--- config.mk ---
export PLATFORM = sky130hd
export DESIGN_NAME = status_register_transfer_unit_flat
export DESIGN_NICKNAME = d
export VERILOG_FILES = /design/src/design/srt_pkg.sv /design/src/design/srt_in_if.sv /design/src/design/srt_out_if.sv /design/src/design/status_register_transfer_unit.sv /design/src/design/srt_status_file.sv /design/src/design/srt_exec.sv /design/src/flat_wrapper.sv
export SDC_FILE = /design/constraint.sdc
export NUM_CORES = 1
export LEC_CHECK = 0
export ABC_AREA = 1
export ABC_CLOCK_PERIOD_IN_PS = 7000
export BUFFER_PORTS_ARGS = -buffer_cell sky130_fd_sc_hd__buf_2
export CAP_MARGIN = 20
export CORE_AREA = 2 2 150 210
export CTS_BUF_LIST = sky130_fd_sc_hd__clkbuf_4
export CTS_CLUSTER_SIZE = 20
export DETAILED_ROUTE_END_ITERATION = 16
export DIE_AREA = 0 0 152 212
export PLACE_DENSITY = 0.71
export SYNTH_ARGS = -nofsm -noshare
export SYNTH_HDL_FRONTEND = slang
export SYNTH_HIERARCHICAL = 1
export SYNTH_SLANG_ARGS = --single-unit
--- constraint.sdc ---
create_clock -name i_clk -period 7 [get_ports i_clk]
set_input_delay 1.4 -clock i_clk [delete_from_list [all_inputs] [get_ports i_clk]]
set_output_delay 1.4 -clock i_clk [all_outputs]
set_load 0.03 [all_outputs]
--- src/design/srt_pkg.sv ---
`default_nettype none
// ----------------------------------------------------------------------------
// srt_pkg
// Shared types and constants for the status register transfer unit.
// ----------------------------------------------------------------------------
package srt_pkg;

    localparam logic [31:0] STATUS_RESET = 32'h0000_00D3;
    localparam int          BANK_DEPTH   = 5;
    localparam int          BANK_IDX_W   = $clog2(BANK_DEPTH);

    typedef logic [BANK_IDX_W-1:0] t_bank_idx;

    localparam logic [4:0] MODE_USR = 5'b10000;
    localparam logic [4:0] MODE_FIQ = 5'b10001;
    localparam logic [4:0] MODE_IRQ = 5'b10010;
    localparam logic [4:0] MODE_SVC = 5'b10011;
    localparam logic [4:0] MODE_ABT = 5'b10111;
    localparam logic [4:0] MODE_UND = 5'b11011;
    localparam logic [4:0] MODE_SYS = 5'b11111;

    localparam t_bank_idx BANK_FIQ = t_bank_idx'(0);
    localparam t_bank_idx BANK_IRQ = t_bank_idx'(1);
    localparam t_bank_idx BANK_SVC = t_bank_idx'(2);
    localparam t_bank_idx BANK_ABT = t_bank_idx'(3);
    localparam t_bank_idx BANK_UND = t_bank_idx'(4);

    typedef enum logic [1:0] {
        CMD_REG_TO_SR = 2'd0,
        CMD_IMM_TO_SR = 2'd1,
        CMD_SR_TO_REG = 2'd2,
        CMD_NONE      = 2'd3
    } t_cmd;

    typedef enum logic [3:0] {
        COND_EQ = 4'd0,
        COND_NE = 4'd1,
        COND_CS = 4'd2,
        COND_CC = 4'd3,
        COND_MI = 4'd4,
        COND_PL = 4'd5,
        COND_VS = 4'd6,
        COND_VC = 4'd7,
        COND_HI = 4'd8,
        COND_LS = 4'd9,
        COND_GE = 4'd10,
        COND_LT = 4'd11,
        COND_GT = 4'd12,
        COND_LE = 4'd13,
        COND_AL = 4'd14,
        COND_NV = 4'd15
    } t_cond;

    typedef struct packed {
        logic [1:0]  cmd;
        logic [31:0] instr;
        logic [31:0] source_value;
    } t_item;

    typedef struct packed {
        logic        en;
        logic        to_bank;
        t_bank_idx   idx;
        logic [31:0] data;
    } t_sf_wr;

    typedef struct packed {
        logic        executed;
        logic        reg_write;
        logic [3:0]  dest_index;
        logic [31:0] dest_value;
        logic [31:0] status_out;
    } t_result;

endpackage
`default_nettype wire

--- src/design/srt_in_if.sv ---
`default_nettype none
// ----------------------------------------------------------------------------
// srt_in_if
// Instruction transfer channel: valid/ready with instruction payload.
// ----------------------------------------------------------------------------
interface srt_in_if;
    logic        valid;
    logic        ready;
    logic [1:0]  cmd;
    logic [31:0] instr;
    logic [31:0] source_value;

    modport source (output valid, output cmd, output instr, output source_value,
                    input ready);
    modport sink   (input valid, input cmd, input instr, input source_value,
                    output ready);
endinterface
`default_nettype wire

--- src/design/srt_out_if.sv ---
`default_nettype none
// ----------------------------------------------------------------------------
// srt_out_if
// Result transfer channel: valid/ready with result payload.
// ----------------------------------------------------------------------------
interface srt_out_if;
    logic        valid;
    logic        ready;
    logic        executed;
    logic        reg_write;
    logic [3:0]  dest_index;
    logic [31:0] dest_value;
    logic [31:0] status_out;

    modport source (output valid, output executed, output reg_write,
                    output dest_index, output dest_value, output status_out,
                    input ready);
    modport sink   (input valid, input executed, input reg_write,
                    input dest_index, input dest_value, input status_out,
                    output ready);
endinterface
`default_nettype wire

--- src/design/status_register_transfer_unit.sv ---
`default_nettype none
// ----------------------------------------------------------------------------
// status_register_transfer_unit
// Status word transfer unit: input register, execute logic, result register.
// ----------------------------------------------------------------------------
// Path: input transfer to result valid passes the input register, then the
//   result register; the status file updates as the result loads.
// Throughput: one instruction per cycle while the result side does not stall;
//   the execute path between the input and result registers is combinational.
// Reset: synchronous active-low; status word to 0x000000D3, saved words to 0.
module status_register_transfer_unit (
    input  wire logic   i_clk,
    input  wire logic   i_rst_n,
    srt_in_if.sink      i_in,
    srt_out_if.source   o_out
);

    logic               r_in_valid;
    srt_pkg::t_item     r_in;
    logic               r_out_valid;
    srt_pkg::t_result   r_res;

    logic               advance;
    srt_pkg::t_sf_wr    sf_wr;
    srt_pkg::t_bank_idx bank_ridx;
    srt_pkg::t_result   n_res;
    logic [31:0]        cur_status;
    logic [31:0]        bank_rdata;

    assign advance    = r_in_valid && (!r_out_valid || o_out.ready);
    assign i_in.ready = !r_in_valid || advance;

    always_ff @(posedge i_clk) begin
        if (!i_rst_n) begin
            r_in_valid <= 1'b0;
        end else if (i_in.ready) begin
            r_in_valid <= i_in.valid;
        end
    end

    always_ff @(posedge i_clk) begin
        if (i_in.ready && i_in.valid) begin
            r_in.cmd          <= i_in.cmd;
            r_in.instr        <= i_in.instr;
            r_in.source_value <= i_in.source_value;
        end
    end

    srt_exec u_exec (
        .i_fire       (advance),
        .i_item       (r_in),
        .i_cur_status (cur_status),
        .i_bank_rdata (bank_rdata),
        .o_bank_ridx  (bank_ridx),
        .o_wr         (sf_wr),
        .o_result     (n_res)
    );

    srt_status_file u_status_file (
        .i_clk        (i_clk),
        .i_rst_n      (i_rst_n),
        .i_wr         (sf_wr),
        .i_bank_ridx  (bank_ridx),
        .o_cur_status (cur_status),
        .o_bank_rdata (bank_rdata)
    );

    always_ff @(posedge i_clk) begin
        if (!i_rst_n) begin
            r_out_valid <= 1'b0;
        end else if (advance) begin
            r_out_valid <= 1'b1;
        end else if (o_out.ready) begin
            r_out_valid <= 1'b0;
        end
    end

    always_ff @(posedge i_clk) begin
        if (advance) begin
            r_res <= n_res;
        end
    end

    assign o_out.valid      = r_out_valid;
    assign o_out.executed   = r_res.executed;
    assign o_out.reg_write  = r_res.reg_write;
    assign o_out.dest_index = r_res.dest_index;
    assign o_out.dest_value = r_res.dest_value;
    assign o_out.status_out = r_res.status_out;

`ifndef SYNTH
    a_write_needs_exec: assert property (@(posedge i_clk) disable iff (!i_rst_n)
        r_out_valid && r_res.reg_write |-> r_res.executed)
        else $error("register write without execution");

    a_no_write_zero: assert property (@(posedge i_clk) disable iff (!i_rst_n)
        r_out_valid && !r_res.reg_write |-> r_res.dest_value == 32'd0
                                            && r_res.dest_index == 4'd0)
        else $error("destination fields set without register write");

    a_status_tracks: assert property (@(posedge i_clk) disable iff (!i_rst_n)
        r_out_valid |-> r_res.status_out == cur_status)
        else $error("reported status differs from status register");

    a_state_hold: assert property (@(posedge i_clk) disable iff (!i_rst_n)
        !advance |=> $stable(cur_status))
        else $error("status word changed without an advance");

    a_in_hold: assert property (@(posedge i_clk) disable iff (!i_rst_n)
        r_in_valid && !advance |=> r_in_valid && $stable(r_in))
        else $error("stalled instruction dropped or changed");
`endif

endmodule
`default_nettype wire

--- src/design/srt_status_file.sv ---
`default_nettype none
// ----------------------------------------------------------------------------
// srt_status_file
// Current status word and the five mode-banked saved status words.
// ----------------------------------------------------------------------------
module srt_status_file (
    input  wire logic              i_clk,
    input  wire logic              i_rst_n,
    input  wire srt_pkg::t_sf_wr   i_wr,
    input  wire srt_pkg::t_bank_idx i_bank_ridx,
    output logic [31:0]            o_cur_status,
    output logic [31:0]            o_bank_rdata
);

    logic [31:0] r_cur;
    logic [31:0] r_bank [srt_pkg::BANK_DEPTH];

    always_ff @(posedge i_clk) begin
        if (!i_rst_n) begin
            r_cur <= srt_pkg::STATUS_RESET;
            for (int i = 0; i < srt_pkg::BANK_DEPTH; i++) begin
                r_bank[i] <= '0;
            end
        end else if (i_wr.en) begin
            if (i_wr.to_bank) begin
                r_bank[i_wr.idx] <= i_wr.data;
            end else begin
                r_cur <= i_wr.data;
            end
        end
    end

    assign o_cur_status = r_cur;
    assign o_bank_rdata = (i_bank_ridx < srt_pkg::t_bank_idx'(srt_pkg::BANK_DEPTH))
                          ? r_bank[i_bank_ridx] : '0;

endmodule
`default_nettype wire

--- src/design/srt_exec.sv ---
`default_nettype none
// ----------------------------------------------------------------------------
// srt_exec
// Condition test, status word selection, immediate rotate and result build.
// ----------------------------------------------------------------------------
module srt_exec (
    input  wire logic               i_fire,
    input  wire srt_pkg::t_item     i_item,
    input  wire logic [31:0]        i_cur_status,
    input  wire logic [31:0]        i_bank_rdata,
    output srt_pkg::t_bank_idx      o_bank_ridx,
    output srt_pkg::t_sf_wr         o_wr,
    output srt_pkg::t_result        o_result
);

    logic        n_flag, z_flag, c_flag, v_flag;
    logic        cond_ok;
    logic        sel_ok;
    logic        sel_bank;
    logic        executed;
    logic        is_read;
    logic [4:0]  rot_amt;
    logic [63:0] imm_dbl;
    logic [63:0] imm_shr;
    logic [31:0] wdata;
    srt_pkg::t_cmd  cmd;
    srt_pkg::t_bank_idx sel_idx;

    assign n_flag = i_cur_status[31];
    assign z_flag = i_cur_status[30];
    assign c_flag = i_cur_status[29];
    assign v_flag = i_cur_status[28];
    assign cmd    = srt_pkg::t_cmd'(i_item.cmd);

    always_comb begin
        unique case (srt_pkg::t_cond'(i_item.instr[31:28]))
            srt_pkg::COND_EQ: cond_ok = z_flag;
            srt_pkg::COND_NE: cond_ok = !z_flag;
            srt_pkg::COND_CS: cond_ok = c_flag;
            srt_pkg::COND_CC: cond_ok = !c_flag;
            srt_pkg::COND_MI: cond_ok = n_flag;
            srt_pkg::COND_PL: cond_ok = !n_flag;
            srt_pkg::COND_VS: cond_ok = v_flag;
            srt_pkg::COND_VC: cond_ok = !v_flag;
            srt_pkg::COND_HI: cond_ok = c_flag && !z_flag;
            srt_pkg::COND_LS: cond_ok = !c_flag || z_flag;
            srt_pkg::COND_GE: cond_ok = (n_flag == v_flag);
            srt_pkg::COND_LT: cond_ok = (n_flag != v_flag);
            srt_pkg::COND_GT: cond_ok = !z_flag && (n_flag == v_flag);
            srt_pkg::COND_LE: cond_ok = z_flag || (n_flag != v_flag);
            srt_pkg::COND_AL: cond_ok = 1'b1;
            srt_pkg::COND_NV: cond_ok = 1'b0;
        endcase
    end

    // pick current word or the saved word of the current mode; an unknown mode blocks execution
    always_comb begin
        sel_ok   = 1'b1;
        sel_bank = 1'b0;
        sel_idx  = srt_pkg::BANK_FIQ;
        if (i_item.instr[22]) begin
            unique case (i_cur_status[4:0])
                srt_pkg::MODE_USR,
                srt_pkg::MODE_SYS: sel_bank = 1'b0;
                srt_pkg::MODE_FIQ: begin sel_bank = 1'b1; sel_idx = srt_pkg::BANK_FIQ; end
                srt_pkg::MODE_IRQ: begin sel_bank = 1'b1; sel_idx = srt_pkg::BANK_IRQ; end
                srt_pkg::MODE_SVC: begin sel_bank = 1'b1; sel_idx = srt_pkg::BANK_SVC; end
                srt_pkg::MODE_ABT: begin sel_bank = 1'b1; sel_idx = srt_pkg::BANK_ABT; end
                srt_pkg::MODE_UND: begin sel_bank = 1'b1; sel_idx = srt_pkg::BANK_UND; end
                default:           sel_ok = 1'b0;
            endcase
        end
    end

    assign rot_amt = {i_item.instr[11:8], 1'b0};
    assign imm_dbl = {24'd0, i_item.instr[7:0], 24'd0, i_item.instr[7:0]};
    assign imm_shr = imm_dbl >> rot_amt;
    assign wdata   = (cmd == srt_pkg::CMD_REG_TO_SR) ? i_item.source_value
                                                     : imm_shr[31:0];

    assign executed = (cmd != srt_pkg::CMD_NONE) && cond_ok && sel_ok;
    assign is_read  = (cmd == srt_pkg::CMD_SR_TO_REG);

    assign o_bank_ridx = sel_idx;

    assign o_wr.en      = i_fire && executed && !is_read;
    assign o_wr.to_bank = sel_bank;
    assign o_wr.idx     = sel_idx;
    assign o_wr.data    = wdata;

    assign o_result.executed   = executed;
    assign o_result.reg_write  = executed && is_read;
    assign o_result.dest_index = (executed && is_read) ? i_item.instr[15:12] : 4'd0;
    assign o_result.dest_value = (executed && is_read)
                                 ? (sel_bank ? i_bank_rdata : i_cur_status) : 32'd0;
    assign o_result.status_out = (executed && !is_read && !sel_bank) ? wdata
                                                                    : i_cur_status;

endmodule
`default_nettype wire

--- src/flat_wrapper.sv ---
// flat-port wrapper written by rule: the top's interface ports become plain ports
module status_register_transfer_unit_flat 
  (i_clk, i_rst_n, i_in_valid, i_in_cmd, i_in_instr, i_in_source_value, i_in_ready, o_out_valid, o_out_executed, o_out_reg_write, o_out_dest_index, o_out_dest_value, o_out_status_out, o_out_ready);
  srt_in_if i_in_i ();
  srt_out_if o_out_i ();
  input  wire logic i_clk;
  input  wire logic i_rst_n;
  input wire logic [$bits(i_in_i.valid)-1:0] i_in_valid;
  input wire logic [$bits(i_in_i.cmd)-1:0] i_in_cmd;
  input wire logic [$bits(i_in_i.instr)-1:0] i_in_instr;
  input wire logic [$bits(i_in_i.source_value)-1:0] i_in_source_value;
  output wire logic [$bits(i_in_i.ready)-1:0] i_in_ready;
  output wire logic [$bits(o_out_i.valid)-1:0] o_out_valid;
  output wire logic [$bits(o_out_i.executed)-1:0] o_out_executed;
  output wire logic [$bits(o_out_i.reg_write)-1:0] o_out_reg_write;
  output wire logic [$bits(o_out_i.dest_index)-1:0] o_out_dest_index;
  output wire logic [$bits(o_out_i.dest_value)-1:0] o_out_dest_value;
  output wire logic [$bits(o_out_i.status_out)-1:0] o_out_status_out;
  input wire logic [$bits(o_out_i.ready)-1:0] o_out_ready;
  assign i_in_i.valid = i_in_valid;
  assign i_in_i.cmd = i_in_cmd;
  assign i_in_i.instr = i_in_instr;
  assign i_in_i.source_value = i_in_source_value;
  assign i_in_ready = i_in_i.ready;
  assign o_out_valid = o_out_i.valid;
  assign o_out_executed = o_out_i.executed;
  assign o_out_reg_write = o_out_i.reg_write;
  assign o_out_dest_index = o_out_i.dest_index;
  assign o_out_dest_value = o_out_i.dest_value;
  assign o_out_status_out = o_out_i.status_out;
  assign o_out_i.ready = o_out_ready;
  status_register_transfer_unit u_core (.i_clk(i_clk), .i_rst_n(i_rst_n), .i_in(i_in_i), .o_out(o_out_i));
endmodule
==> results.yml <==
status:
  status: "finished clean"
grt:
  grt_pass1_vias: 11200
  grt_antenna_before_repair: 1
  grt_use_total_pct: 24.5
  overflow: 0
  grt_pass1_wl_um: 59900
  grt_max_degree: 71
die:
  die_width_um: 152
  ios: 142
  start_util_pct: 47.8
  coreArea_um2: 30500
  die_h_um: 212
  die_area_um2: 32200
  row_count: 76
worst_setup_path:
  r2r-end: "u_core/u_status_file/r_bank[0][24]"
  r2r_cells: 13
  arrival_ns: 4.26
  crit_chain: "nand2_1 > nor2_2 > nand3_1 > o21ai_2 > nor2_1 > nand2_1 > nand2_2 > a21oi_4 > and3_1 > nand3_2 > nor2_4 > nand2_2 > nand2_2"
  cpPeakStageDelay_ns: 1.01
  cp_slowest_cell: "nand2_2"
  required_ns: 7.27
  path_buf_inv: 0
  cp-start-kind: "register"
  r2r_start: "u_core/u_status_file/o_cur_status[0]"
  cp_top_family: "simple AND/OR/NAND/NOR gates"
  critPathMaxFanout: 33
  ff2ff_setup_slack_ns: 3.01
  crit_path_frequent_cell: "nand2_2"
  cp-end-kind: "register"
  worstSetupPathType: "register to register"
cells_and_area:
  design_area_um2: 16300
  area_growth_pct: 11.7
  layout_commonest_cell: "nand2_1"
  fin_util_pct: 53.4
  drive_above_1_share_pct: 20.2
  layout.nets: 1718
  final_cell_mix: "nand2_1 (440), edfxtp_1 (285), nor2_1 (244), buf_2 (130), clkbuf_4 (115)"
worst_hold_path:
  worstHoldEndpoint: "u_core/r_in_valid"
  hp-start: "u_core/r_in_valid"
  hold_path.class: "register to register"
  hold_depth: 2
drt:
  viasPerCell: 5.36
  first_pass_iters: 6
  maxUsedRoutingLayer: "met4"
  avgRoutedWirePerCell_um: 18.8
  vias: 11200
  wl_met2_um: 20300
  drt-initial-drc-count: 1065
  m1WireLength_um: 14000
  detail-route-antenna-nets: 0
  drcViolationCount: 0
  dr_wl_met3_um: 2940
  drt-total-wl_um: 39400
flow_run:
  maxCapViolations: 0
clock_tree:
  clk_pin_slew_ns: 0.07
  cts_tree: "yes"
  clock_sinks: 319
  post_cts_buffers: 0
  clock_path_buffers: 3
  cts_max_level: 3
  cts_resized: 0
  cts_buffers: 75
  holdBufCountCts: 0
  cts_root_buf: "clkbuf_4"
  clk_latency_ns: 0.71
placed_design:
  pre_cts_ws_ns: 2.63
  port-buffer-count: 130
  dpl.hpwl_um: 25000
  place_area_um2: 15300
  globalplace.congestion: 0.914
timing:
  period_share_pct: 57.0
  worst_pin_slew_ns: 1.10
  setup-tns-final_ns: 0
  setup_viol: 0
  slew_headroom_pct: 26.0
  finalHoldViolCount: 0
  fin_skew_ns: 0.0605
  slew_violations: 0
  final.setup.worst_slack_ns: 3.01
  period_needed_ns: 3.99
  fmax_mhz: 251
  rsz0062_at_grt: "false"
power_and_ir_drop:
  leakagePower_nw: 6.62
  p_per_area_nw_per_um2: 260
  ir_worst_vdd_mv: 0.166
logic_synthesis:
  ys_warn_count: 6
  synth_area_um2: 14600
  syn_inst: 1511
  syn-num-nets: 1581
  syn_avg_cell_area_um2: 9.66
==> power by group <==
part	leakage (nW)	switching, mW	internal, mW
Combinational	2.91	0.382	0.119
Sequential	3.11	0.0316	2.16
Clock	0.600	0.719	0.825
==> worst max path at each step <==
stage / startpoint / to / slack, ns / cells past startpoint
2_1_floorplan: o_out_ready / u_core/u_status_file/r_bank[0][0] / 1.44 / 8
3_3_place_gp: i_rst_n / u_core/u_status_file/r_bank[0][22] / 2.69 / 5
3_5_place_dp: i_rst_n / u_core/u_status_file/r_bank[0][24] / 2.63 / 5
4_1_cts: u_core/u_status_file/o_cur_status[0] / u_core/u_status_file/r_bank[0][24] / 3.06 / 13
5_1_grt: u_core/u_status_file/o_cur_status[0] / u_core/u_status_file/r_bank[0][14] / 2.81 / 13
6_report: u_core/u_status_file/o_cur_status[0] / u_core/u_status_file/r_bank[0][24] / 3.01 / 13
==> tightest hold or removal path: cells and delay by family (launching register included) <==
kind            cells  cell delay [ns]
compound gates      1             0.05
simple gates        1             0.09
flops               1             0.32
==> area by class of cell <==
| class | instances | area [um^2] |
|---|---|---|
| timing repair buffer | 149 | 793 |
| clock inverter | 18 | 133 |
| inverter | 114 | 430 |
| tap | 390 | 488 |
| fill | 2693 | 14200 |
| clock buffer | 115 | 863 |
| sequential | 319 | 9240 |
| antenna | 1 | 2.50 |
| multi-input combinational | 989 | 4360 |
==> routing by layer <==
layer	track usage, %	up-vias
met3	5.20	119
met4	16.5	0
li1	-	5306
met2	42.9	542
met1	26.8	5268
met5	0	-
==> sequential cells by signal, summed over array words and instances, names as in the netlist <==
name                               cells
u_core/o_out.reg_write                 1
u_core/o_out.dest_value               32
u_core/r_in                           55
u_core/u_status_file/r_bank          160
u_core/o_out.valid                     1
u_core/o_out.dest_index                4
u_core/r_in_valid                      1
u_core/o_out.executed                  1
u_core/u_status_file/o_cur_status     32
u_core/o_out.status_out               32
==> stage by stage <==
stage          hold slack [ns]  power (mW)  std cells
2_1_floorplan            0.468        2.55       1511
3_3_place_gp             0.485        2.72       1960
3_5_place_dp             0.494        2.73       1961
4_1_cts                  0.503        4.26       2094
5_1_grt                  0.526        4.41       2095
6_report                 0.504        4.23       2095
Power figures use the tool's default switching activity.
